<file path="src/rtl/dsa_pkg.sv">
`default_nettype none

package dsa_pkg;

    localparam int ADC_W     = 12;
    localparam int GAIN_W    = 16;
    localparam int CONC_W    = 16;
    localparam int FRAC_BITS = 8;
    localparam int CFG_IDX_W = 3;
    localparam int CFG_DATA_W = 16;

    // full-precision scaled value: diff * gain, fraction dropped
    localparam int SCALED_W = ADC_W + GAIN_W - FRAC_BITS;

    typedef enum logic [CFG_IDX_W-1:0] {
        CFG_ZERO_DUST = 3'd0,
        CFG_GAIN      = 3'd1,
        CFG_CLAMP_MIN = 3'd2,
        CFG_CLAMP_MAX = 3'd3
    } cfg_reg_t;

    typedef struct packed {
        logic [ADC_W-1:0]  zero_dust_code;
        logic [GAIN_W-1:0] gain_q8;
        logic [CONC_W-1:0] clamp_min;
        logic [CONC_W-1:0] clamp_max;
    } cfg_regs_t;

    localparam logic [ADC_W-1:0]  ZERO_DUST_RESET = 12'd0;
    localparam logic [GAIN_W-1:0] GAIN_RESET      = 16'd256;
    localparam logic [CONC_W-1:0] CLAMP_MIN_RESET = 16'd0;
    localparam logic [CONC_W-1:0] CLAMP_MAX_RESET = 16'hFFFF;

endpackage

`default_nettype wire

</file>
<file path="src/rtl/dsa_scale.sv">
`default_nettype none

module dsa_scale (
    input  wire logic [dsa_pkg::ADC_W-1:0]  code,
    input  wire dsa_pkg::cfg_regs_t         cfg,
    output logic      [dsa_pkg::CONC_W-1:0] conc
);

    localparam int PROD_W = dsa_pkg::ADC_W + dsa_pkg::GAIN_W;

    logic [dsa_pkg::ADC_W-1:0]    diff;
    logic [PROD_W-1:0]            prod;
    logic [dsa_pkg::SCALED_W-1:0] scaled;
    logic [dsa_pkg::SCALED_W-1:0] max_ext;
    logic [dsa_pkg::SCALED_W-1:0] min_ext;

    // codes at or below the zero-dust level scale to zero
    assign diff = (code > cfg.zero_dust_code) ? (code - cfg.zero_dust_code) : '0;
    assign prod = {{dsa_pkg::GAIN_W{1'b0}}, diff} * {{dsa_pkg::ADC_W{1'b0}}, cfg.gain_q8};
    assign scaled = prod[PROD_W-1:dsa_pkg::FRAC_BITS];

    assign max_ext = {{(dsa_pkg::SCALED_W-dsa_pkg::CONC_W){1'b0}}, cfg.clamp_max};
    assign min_ext = {{(dsa_pkg::SCALED_W-dsa_pkg::CONC_W){1'b0}}, cfg.clamp_min};

    // max check wins when min > max
    always_comb begin
        if (scaled > max_ext) begin
            conc = cfg.clamp_max;
        end else if (scaled < min_ext) begin
            conc = cfg.clamp_min;
        end else begin
            conc = scaled[dsa_pkg::CONC_W-1:0];
        end
    end

endmodule

`default_nettype wire

</file>
<file path="src/rtl/dsa_window.sv">
`default_nettype none

module dsa_window #(
    parameter int WINDOW_LENGTH = 32
) (
    input  wire logic                        aclk,
    input  wire logic                        aresetn,
    input  wire logic                        shift_en,
    input  wire logic [dsa_pkg::CONC_W-1:0]  conc_in,
    output logic      [dsa_pkg::CONC_W-1:0]  conc_out,
    output logic      [dsa_pkg::CONC_W-1:0]  mean_out
);

    localparam int LOG_W = $clog2(WINDOW_LENGTH);
    localparam int SUM_W = dsa_pkg::CONC_W + LOG_W;

    logic [dsa_pkg::CONC_W-1:0] line_reg [WINDOW_LENGTH];
    logic [SUM_W-1:0]           sum_reg;
    logic [SUM_W-1:0]           sum_next;
    logic [dsa_pkg::CONC_W-1:0] conc_reg;

    // oldest sample drops out as the new one enters
    assign sum_next = sum_reg
                    - {{LOG_W{1'b0}}, line_reg[WINDOW_LENGTH-1]}
                    + {{LOG_W{1'b0}}, conc_in};

    always_ff @(posedge aclk) begin
        if (!aresetn) begin
            for (int i = 0; i < WINDOW_LENGTH; i++) begin
                line_reg[i] <= '0;
            end
            sum_reg <= '0;
        end else if (shift_en) begin
            line_reg[0] <= conc_in;
            for (int i = 1; i < WINDOW_LENGTH; i++) begin
                line_reg[i] <= line_reg[i-1];
            end
            sum_reg <= sum_next;
        end
    end

    always_ff @(posedge aclk) begin
        if (shift_en) begin
            conc_reg <= conc_in;
        end
    end

    assign conc_out = conc_reg;

    generate
        if ((1 << LOG_W) == WINDOW_LENGTH) begin : g_pow2
            assign mean_out = sum_reg[SUM_W-1:LOG_W];
        end else begin : g_recip
            // floor(sum / W) as (sum * ceil(2^SHIFT / W)) >> SHIFT, exact for SUM_W-bit sums
            localparam int SHIFT = SUM_W + LOG_W;
            localparam int PROD_W = 2 * SUM_W + 1;
            localparam logic [63:0] RECIP_FULL =
                ((64'd1 << SHIFT) + 64'(WINDOW_LENGTH) - 64'd1) / 64'(WINDOW_LENGTH);
            localparam logic [SUM_W:0] RECIP = RECIP_FULL[SUM_W:0];

            logic [PROD_W-1:0] prod;

            assign prod = {{(SUM_W+1){1'b0}}, sum_reg} * {{SUM_W{1'b0}}, RECIP};
            assign mean_out = prod[SHIFT +: dsa_pkg::CONC_W];
        end
    endgenerate

endmodule

`default_nettype wire

</file>
<file path="src/rtl/dust_sensor_scale_and_average.sv">
// Dust sensor scaling and moving average.
// Input channel (s_valid/s_ready, s_adc_sample) takes one 12-bit ADC code per
// transaction. Each code is offset by the zero-dust code, scaled by the Q8.8
// gain and clamped (max first, then min). The result channel (m_valid/m_ready)
// returns that concentration and the truncated mean of the last WINDOW_LENGTH
// concentrations, this one included.
// Config channel (cfg_valid/cfg_ready, cfg_index, cfg_data) is always ready;
// index 0 zero-dust code, 1 gain, 2 clamp min, 3 clamp max, others ignored.
// Write config only while no transaction is in flight.
// Three register stages: scale, window sum update, mean. One transaction per
// cycle is sustained while m_ready stays high; the scaling multiply and the
// running-sum update each take one stage. Reset clears the window (empty slots
// count as zero), the running sum and the pipeline, and loads the register
// defaults. When m_ready is low the pipeline keeps filling its empty stages,
// then s_ready drops.
`default_nettype none

module dust_sensor_scale_and_average #(
    parameter int WINDOW_LENGTH = 32
) (
    input  wire logic                            aclk,
    input  wire logic                            aresetn,

    input  wire logic                            s_valid,
    output logic                                 s_ready,
    input  wire logic [dsa_pkg::ADC_W-1:0]       s_adc_sample,

    output logic                                 m_valid,
    input  wire logic                            m_ready,
    output logic      [dsa_pkg::CONC_W-1:0]      m_concentration,
    output logic      [dsa_pkg::CONC_W-1:0]      m_window_mean,

    input  wire logic                            cfg_valid,
    output logic                                 cfg_ready,
    input  wire logic [dsa_pkg::CFG_IDX_W-1:0]   cfg_index,
    input  wire logic [dsa_pkg::CFG_DATA_W-1:0]  cfg_data
);

    dsa_pkg::cfg_regs_t cfg_reg;

    logic                       v1_reg;
    logic                       v2_reg;
    logic                       m_valid_reg;
    logic [dsa_pkg::CONC_W-1:0] conc1_reg;
    logic [dsa_pkg::CONC_W-1:0] conc_scaled;
    logic [dsa_pkg::CONC_W-1:0] conc2;
    logic [dsa_pkg::CONC_W-1:0] mean2;
    logic [dsa_pkg::CONC_W-1:0] m_concentration_reg;
    logic [dsa_pkg::CONC_W-1:0] m_window_mean_reg;

    logic out_ready;
    logic ready2;
    logic adv1;
    logic adv2;
    logic s_accept;

    // config registers
    assign cfg_ready = 1'b1;

    always_ff @(posedge aclk) begin
        if (!aresetn) begin
            cfg_reg.zero_dust_code <= dsa_pkg::ZERO_DUST_RESET;
            cfg_reg.gain_q8        <= dsa_pkg::GAIN_RESET;
            cfg_reg.clamp_min      <= dsa_pkg::CLAMP_MIN_RESET;
            cfg_reg.clamp_max      <= dsa_pkg::CLAMP_MAX_RESET;
        end else if (cfg_valid && cfg_ready) begin
            case (dsa_pkg::cfg_reg_t'(cfg_index))
                dsa_pkg::CFG_ZERO_DUST: begin
                    cfg_reg.zero_dust_code <= cfg_data[dsa_pkg::ADC_W-1:0];
                end
                dsa_pkg::CFG_GAIN: begin
                    cfg_reg.gain_q8 <= cfg_data[dsa_pkg::GAIN_W-1:0];
                end
                dsa_pkg::CFG_CLAMP_MIN: begin
                    cfg_reg.clamp_min <= cfg_data[dsa_pkg::CONC_W-1:0];
                end
                dsa_pkg::CFG_CLAMP_MAX: begin
                    cfg_reg.clamp_max <= cfg_data[dsa_pkg::CONC_W-1:0];
                end
                default: begin
                end
            endcase
        end
    end

    // pipeline flow control: a stage loads when it is empty or drains
    assign out_ready = !m_valid_reg || m_ready;
    assign ready2    = !v2_reg || out_ready;
    assign s_ready   = !v1_reg || ready2;
    assign adv2      = v2_reg && out_ready;
    assign adv1      = v1_reg && ready2;
    assign s_accept  = s_valid && s_ready;

    dsa_scale u_scale (
        .code (s_adc_sample),
        .cfg  (cfg_reg),
        .conc (conc_scaled)
    );

    always_ff @(posedge aclk) begin
        if (s_accept) begin
            conc1_reg <= conc_scaled;
        end
    end

    dsa_window #(
        .WINDOW_LENGTH (WINDOW_LENGTH)
    ) u_window (
        .aclk     (aclk),
        .aresetn  (aresetn),
        .shift_en (adv1),
        .conc_in  (conc1_reg),
        .conc_out (conc2),
        .mean_out (mean2)
    );

    always_ff @(posedge aclk) begin
        if (!aresetn) begin
            v1_reg      <= 1'b0;
            v2_reg      <= 1'b0;
            m_valid_reg <= 1'b0;
        end else begin
            if (s_ready) begin
                v1_reg <= s_valid;
            end
            if (ready2) begin
                v2_reg <= v1_reg;
            end
            if (out_ready) begin
                m_valid_reg <= v2_reg;
            end
        end
    end

    always_ff @(posedge aclk) begin
        if (adv2) begin
            m_concentration_reg <= conc2;
            m_window_mean_reg   <= mean2;
        end
    end

    assign m_valid         = m_valid_reg;
    assign m_concentration = m_concentration_reg;
    assign m_window_mean   = m_window_mean_reg;

    // an empty output stage never back-pressures the input
    assert property (@(posedge aclk) disable iff (!aresetn)
        !m_valid_reg |-> s_ready)
        else $error("input stalled with empty output stage");

    // an accepted transaction always lands in the scale stage
    assert property (@(posedge aclk) disable iff (!aresetn)
        s_accept |=> v1_reg)
        else $error("accepted transaction lost at scale stage");

    // a blocked window stage keeps its item and its data
    assert property (@(posedge aclk) disable iff (!aresetn)
        (v2_reg && !out_ready) |=> (v2_reg && $stable(conc2) && $stable(mean2)))
        else $error("window stage changed while stalled");

endmodule

`default_nettype wire
</file>
<file path="config.mk">
export PLATFORM = sky130hd
export DESIGN_NAME = dust_sensor_scale_and_average
export DESIGN_NICKNAME = d
export VERILOG_FILES = /design/src/rtl/dsa_pkg.sv /design/src/rtl/dsa_scale.sv /design/src/rtl/dsa_window.sv /design/src/rtl/dust_sensor_scale_and_average.sv
export SDC_FILE = /design/constraint.sdc
export NUM_CORES = 1
export LEC_CHECK = 0
export ABC_AREA = 1
export BUFFER_PORTS_ARGS = -buffer_cell sky130_fd_sc_hd__buf_2
export CAP_MARGIN = 20
export CORE_MARGIN = 8
export CORE_UTILIZATION = 45
export CTS_CLUSTER_DIAMETER = 100
export DETAILED_ROUTE_END_ITERATION = 10
export SETUP_SLACK_MARGIN = 0.3
export SYNTH_ARGS = -nofsm -noshare
export SYNTH_HDL_FRONTEND = slang
export SYNTH_SLANG_ARGS = --single-unit
</file>
<file path="constraint.sdc">
create_clock -name aclk -period 18.15 [get_ports aclk]
set_input_delay 3.63 -clock aclk [delete_from_list [all_inputs] [get_ports aclk]]
set_output_delay 3.63 -clock aclk [all_outputs]
set_load 0.05 [all_outputs]
</file>
Word-level counts from Yosys, hierarchy flattened
Memory sizes are Yosys's and may differ from the RTL's.
Index checks and enable logic that the tools add are counted.
Cells by class
  multipliers: 1
  multiplexer cells: 39
  equal/unequal tests: 3
  reduce and logical (&&, ||, !) cells: 14
  $add $sub $neg: 3
  shifts and indexed selects: 0
  divide/modulo/power cells: 0
  magnitude comparators: 3
  bitwise logic cells: 32
Operators by type and width (number)
  $mux 16: 34
  $or 1x1->1: 32
  $mul 12x16->28: 1
  $add 21x16->21: 1
  $sub 21x16->21: 1
  $gt 20x16->1: 1
  $lt 20x16->1: 1
  $gt 12x12->1: 1
  $mux 12: 1
  $sub 12x12->12: 1
  $reduce_and 2->1: 4
  $eq 3x2->1 const B: 2
  $mux 1: 4
  $eq 3x1->1 const B: 1
  $logic_and 1x1->1: 3
  $logic_not 1->1: 3
  $logic_not 3->1: 1
  $logic_or 1x1->1: 3
Word-level totals
  memories kept: 1
  word-level logic and storage cells: 108
  output and inout port bits: 35
  input port bits: 36
  RAM bits: 512
  memory bits (read-only): 0
  latch bits: 0
  register bits: 148
Memories
  u_window.line_reg: words 32, bits a word 16, rd ports 32, clocked after Yosys merged registers in 0, write ports 32, RTL line dsa_window.sv:17  | logic [dsa_pkg::CONC_W-1:0] line_reg [WINDOW_LENGTH];

Depth between registers and ports, before layout
  depth after elaboration: 8
  gate-level depth with buffers: 46
  gate-level depth less buffers: 45

Hierarchy
A second synthesis with hierarchy kept.
Unflattened totals
  cell total of the unflattened synthesis: 3590
  area, all modules: 34677.0 um^2
Modules (own cells, without submodules)
  dsa_window: area each 22585.4 um^2, cells an instance 2026, times used 1, seq. area each 16275.6 um^2
  dsa_scale: area each 8111.5 um^2, cells an instance 1152, times used 1, seq. area each 0.0 um^2
  dust_sensor_scale_and_average: area each 3980.1 um^2, cells an instance 412, times used 1, seq. area each 2702.6 um^2

Worst setup path before layout
No wires, ideal clock.
  kind: in2reg
  start: input m_ready
  end: memory u_window.line_reg[0][0] in the netlist's numbering (enable)
  buffers on the path: 1
  stages on the path: 9
  data required time: 17.070 ns
  library setup time: 1.080 ns
  arrival: 18.459 ns
  slack: -1.389 ns
  cells stage by stage: inv_1 nand2_1 nor2_1 inv_1 nand2_1 inv_1 nor2_1 inv_1 clkbuf_1
RTL lines
  from (decl): RTL line dust_sensor_scale_and_average.sv:29  | input wire logic m_ready,
  to (decl): RTL line dsa_window.sv:17

Worst setup path after layout
  start: input s_adc_sample[2] in the netlist's numbering
  end: register conc1_reg[5] in the netlist's numbering (data pin)
Between the ends
  longest elaborated chain between the ends: 6
  elaborated cells on any way between the ends: 8
  those cells by class: add/sub: 1; mul: 1; order compare: 3; mux: 3
Ends and longest elaborated chain
  from (decl): RTL line dust_sensor_scale_and_average.sv:26  | input wire logic [dsa_pkg::ADC_W-1:0] s_adc_sample,
  $sub 12x12->12 / $gt 12x12->1 (equally long branches): RTL line dsa_scale.sv:18  | assign diff = (code > cfg.zero_dust_code) ? (code - cfg.zero_dust_code) : '0;
  $mux 12 *: RTL line dsa_scale.sv:18
  $mul 12x16->28 *: RTL line dsa_scale.sv:19  | assign prod = {{dsa_pkg::GAIN_W{1'b0}}, diff} * {{dsa_pkg::ADC_W{1'b0}}, cfg.gain_q8};
  $lt 20x16->1: RTL line dsa_scale.sv:29  | end else if (scaled < min_ext) begin
  $mux 16: RTL line dsa_scale.sv:29
  $mux 16 *: RTL line dsa_scale.sv:27  | if (scaled > max_ext) begin
  named net conc_scaled (one bit): RTL line dust_sensor_scale_and_average.sv:45  | logic [dsa_pkg::CONC_W-1:0] conc_scaled;
  to (signal assigned): RTL line dust_sensor_scale_and_average.sv:102  | conc1_reg <= conc_scaled;
  to (decl): RTL line dust_sensor_scale_and_average.sv:44  | logic [dsa_pkg::CONC_W-1:0] conc1_reg;
Mark *: on every way through the listed nets, which the timed path passes. The rest lies on a longest branch.
A chain may end at the register's enable or synchronous reset.

==> reports/qor.txt <==
total chip power = 4.39 mW
TritonCTS buffer count = 73
P_leak = 17.6 nW
number of core rows = 100
delay of the slowest critical-path stage = 550 ps
yosys warns = 0
crit end category = flip-flop
Peak supply drop = 70.3 uV
io pins = 71
final instance area = 37100 sq um
compound-cell area share of the yosys netlist = 4.74%
crit path max fanout = 17
n_diodes = 0
CP Class = in2reg
reg2reg end = conc1_reg[5]$_DFFE_PP_
post-synthesis cell count = 3323
final hold slack = 410 ps
PortBufs = 69
TritonRoute pass-1 iters = 6
period utilization = 66.6%
leading register cell type out of synthesis = edfxtp_1
syn_nets = 3641
Clock Sinks = 660
CTS root buffer = clkbuf_16
Critical Path Source Type = input port
placed cell count = 4272
Die Y = 289 um
CP max-delay cell = fa_1
largest net degree at the start of global routing = 167
internal reg-to-reg setup slack = 8800 ps
H-tree depth = 3
Critical R2R Launch = cfg_reg[50]$_SDFFE_PN0P_
critical path endpoint = conc1_reg[5]$_DFFE_PP_
met1 Usage GRT = 24.3%
post-synthesis mux area share = 0%
post-CTS resize count = 0
Reg2Reg Depth = 43
WP data required = 18500 ps
RePlAce Congestion = 0.894
Die ar. = 83500 sq um
Top Usage Layer GRT = met2
Finished Layout Cells = 4408
Remaining Overflow, GRT = 0
clk_skew = 24.4 ps
max FFs per register = 512
starting density of the core = 45.3%
setup TNS = 0 ps
Die Span X = 289 um
hold buffer count at cts = 0
DRT iter0 DRCs = 1417
Post-Syn Area = 33500 sq um
Post-synth EDFFs = 576
final core occ = 50.1%
met3 Use GR = 2.78%
setup bufs post-CTS = 0
Max Slew Vio Count = 0
Synth cell types = 46
core area = 74100 sq um
CTS clk-pin slew, worst paths = 60 ps
Final setup viols = 0
area post-placement = 34800 sq um
CP Data Arrival Time = 12440 ps
initial antenna violation count = 1
min-delay worst type = reg2reg
Post-Synth Adder-Cell Area = 14.0%
global-route total usage across every layer = 16.8%
area delta synth->final = 10.8%
Crit path top cell by count = nand2_1
Placement Setup Slack = 5520 ps
Max Cap Viol = 0
CP startpoint = s_adc_sample[2]
DRC Markers = 0
global routing usage on met2 = 25.7%
Slew Limit Headroom = 30.3%
Worst Max-Slew Pin Slew = 1040 ps
sequential fraction of the synthesis area = 56.6%
syn avg cell area = 10.1 sq um
XOR/XNOR Fraction of Synth Area = 0.549%
f_max = 82.7 MHz
Simple-Gate Fraction of Synth Area = 12.7%
first-pass GRT wire length = 111000 um
Power Dens Cells = 118 nW/um^2
worst-case clock buffer depth = 3
vias in the first global route = 20700
share of layout cells above drive strength 1 = 6.80%
synthesis-stage register bit count = 660
vias per std cell = 4.72
via count = 20800
Nets = 3697
minimum clock period = 12090 ps
Final Hold Vio Count = 0
final setup slack of the worst path = 6060 ps
asr flop ratio synth = 0%
CTS tree = built
fillers = 6778
Clk Latency, worst-skew pair = 610 ps
Final ANT Viol Nets = 0
status = completed
RSZ-0062 raised after global routing = no
total wire length = 68700 um
Avg WL per Cell = 15.6 um
DP HPWL = 46700 um
largest family of logic cells by synthesized area = adder cells
cells by family (layout without fill, tap and decap cells):
family                   count (synthesis)  in the layout
XOR/XNOR                                21             21
AND/OR/NAND/NOR                       1057           1057
buffers and inverters                 1010           1126
adder cells (fa/ha/maj)                282            282
other                                    1              1
flip-flops                             660            660
AO/OA/AOI/OAI                          292            292
report_power, final:
group          switching [mW]  leakage (nW)  internal (mW)
clock network           0.603          1.10          0.798
registers              0.0767          6.74           1.82
logic                   0.725          9.75          0.365
total                    1.40          17.6           2.98
how the worst min path moves through the flow:
stage | slack, ps | to | start | cells after the start
after floorplan | 400 | m_concentration[0]$_DFFE_PP_ | u_window.conc_out[0]$_DFFE_PP_ | 0
after global placement | 400 | m_concentration[13]$_DFFE_PP_ | u_window.conc_out[13]$_DFFE_PP_ | 0
after detailed placement | 400 | m_concentration[13]$_DFFE_PP_ | u_window.conc_out[13]$_DFFE_PP_ | 0
after CTS | 410 | m_concentration[13]$_DFFE_PP_ | u_window.conc_out[13]$_DFFE_PP_ | 0
after global routing | 420 | m_concentration[7]$_DFFE_PP_ | u_window.conc_out[7]$_DFFE_PP_ | 0
final | 410 | m_concentration[13]$_DFFE_PP_ | u_window.conc_out[13]$_DFFE_PP_ | 0
final cells by class:
type | count | area, sq um | area share (%)
Tap cell | 969 | 1210 | 3.26
Multi-Input combinational cell | 1653 | 10700 | 28.9
Sequential cell | 660 | 19000 | 51.1
Timing Repair Buffer | 84 | 512 | 1.38
Clock buffer | 105 | 2060 | 5.55
Clock inverter | 30 | 218 | 0.586
Inverter | 907 | 3420 | 9.21
Yosys cell counts (all sizes together) (6+ instances only):
master,n,area [sq um]
inv,905,3400
edfxtp,576,17300
nand2,545,2100
nor2,417,1610
fa,156,3120
a21oi,140,723
ha,126,1580
o21ai,105,526
clkbuf,86,323
dfxtp,84,1680
nand3,64,355
buf,17,95.1
o22ai,14,87.6
xor2,12,105
nor3,9,45.0
xnor2,9,78.8
nand4,8,50.1
a211oi,6,45.0
o21a,6,45.0
or2,6,37.5
worst max-delay path, delay by kind of cell:
kind	cells	cell delay, ps
XOR/XNOR	1	450
AO/OA/AOI/OAI	9	1870
buffers and inverters	9	940
AND/OR/NAND/NOR	16	1800
adder cells (fa/ha/maj)	8	3720
cell usage in the layout (no fill, tap or decap), drive strengths merged, types with 8 or more instances in the layout:
| cell | count |
|---|---|
| nand2 | 545 |
| nor2 | 417 |
| inv | 911 |
| xnor2 | 9 |
| edfxtp | 576 |
| nor3 | 9 |
| clkbuf | 106 |
| o22ai | 14 |
| xor2 | 12 |
| ha | 126 |
| fa | 156 |
| buf | 83 |
| clkinv | 22 |
| nand4 | 8 |
| dfxtp | 84 |
| o21ai | 105 |
| a21oi | 140 |
| nand3 | 64 |
metal layers:
metal  up-vias  part of all wire (%)
li1      10300                     -
met1      9924                    48
met2       429                    44
met3       115                   4.9
met4         0                   3.3
met5         -                     0
No activity file was read; power rests on OpenSTA's default activity.
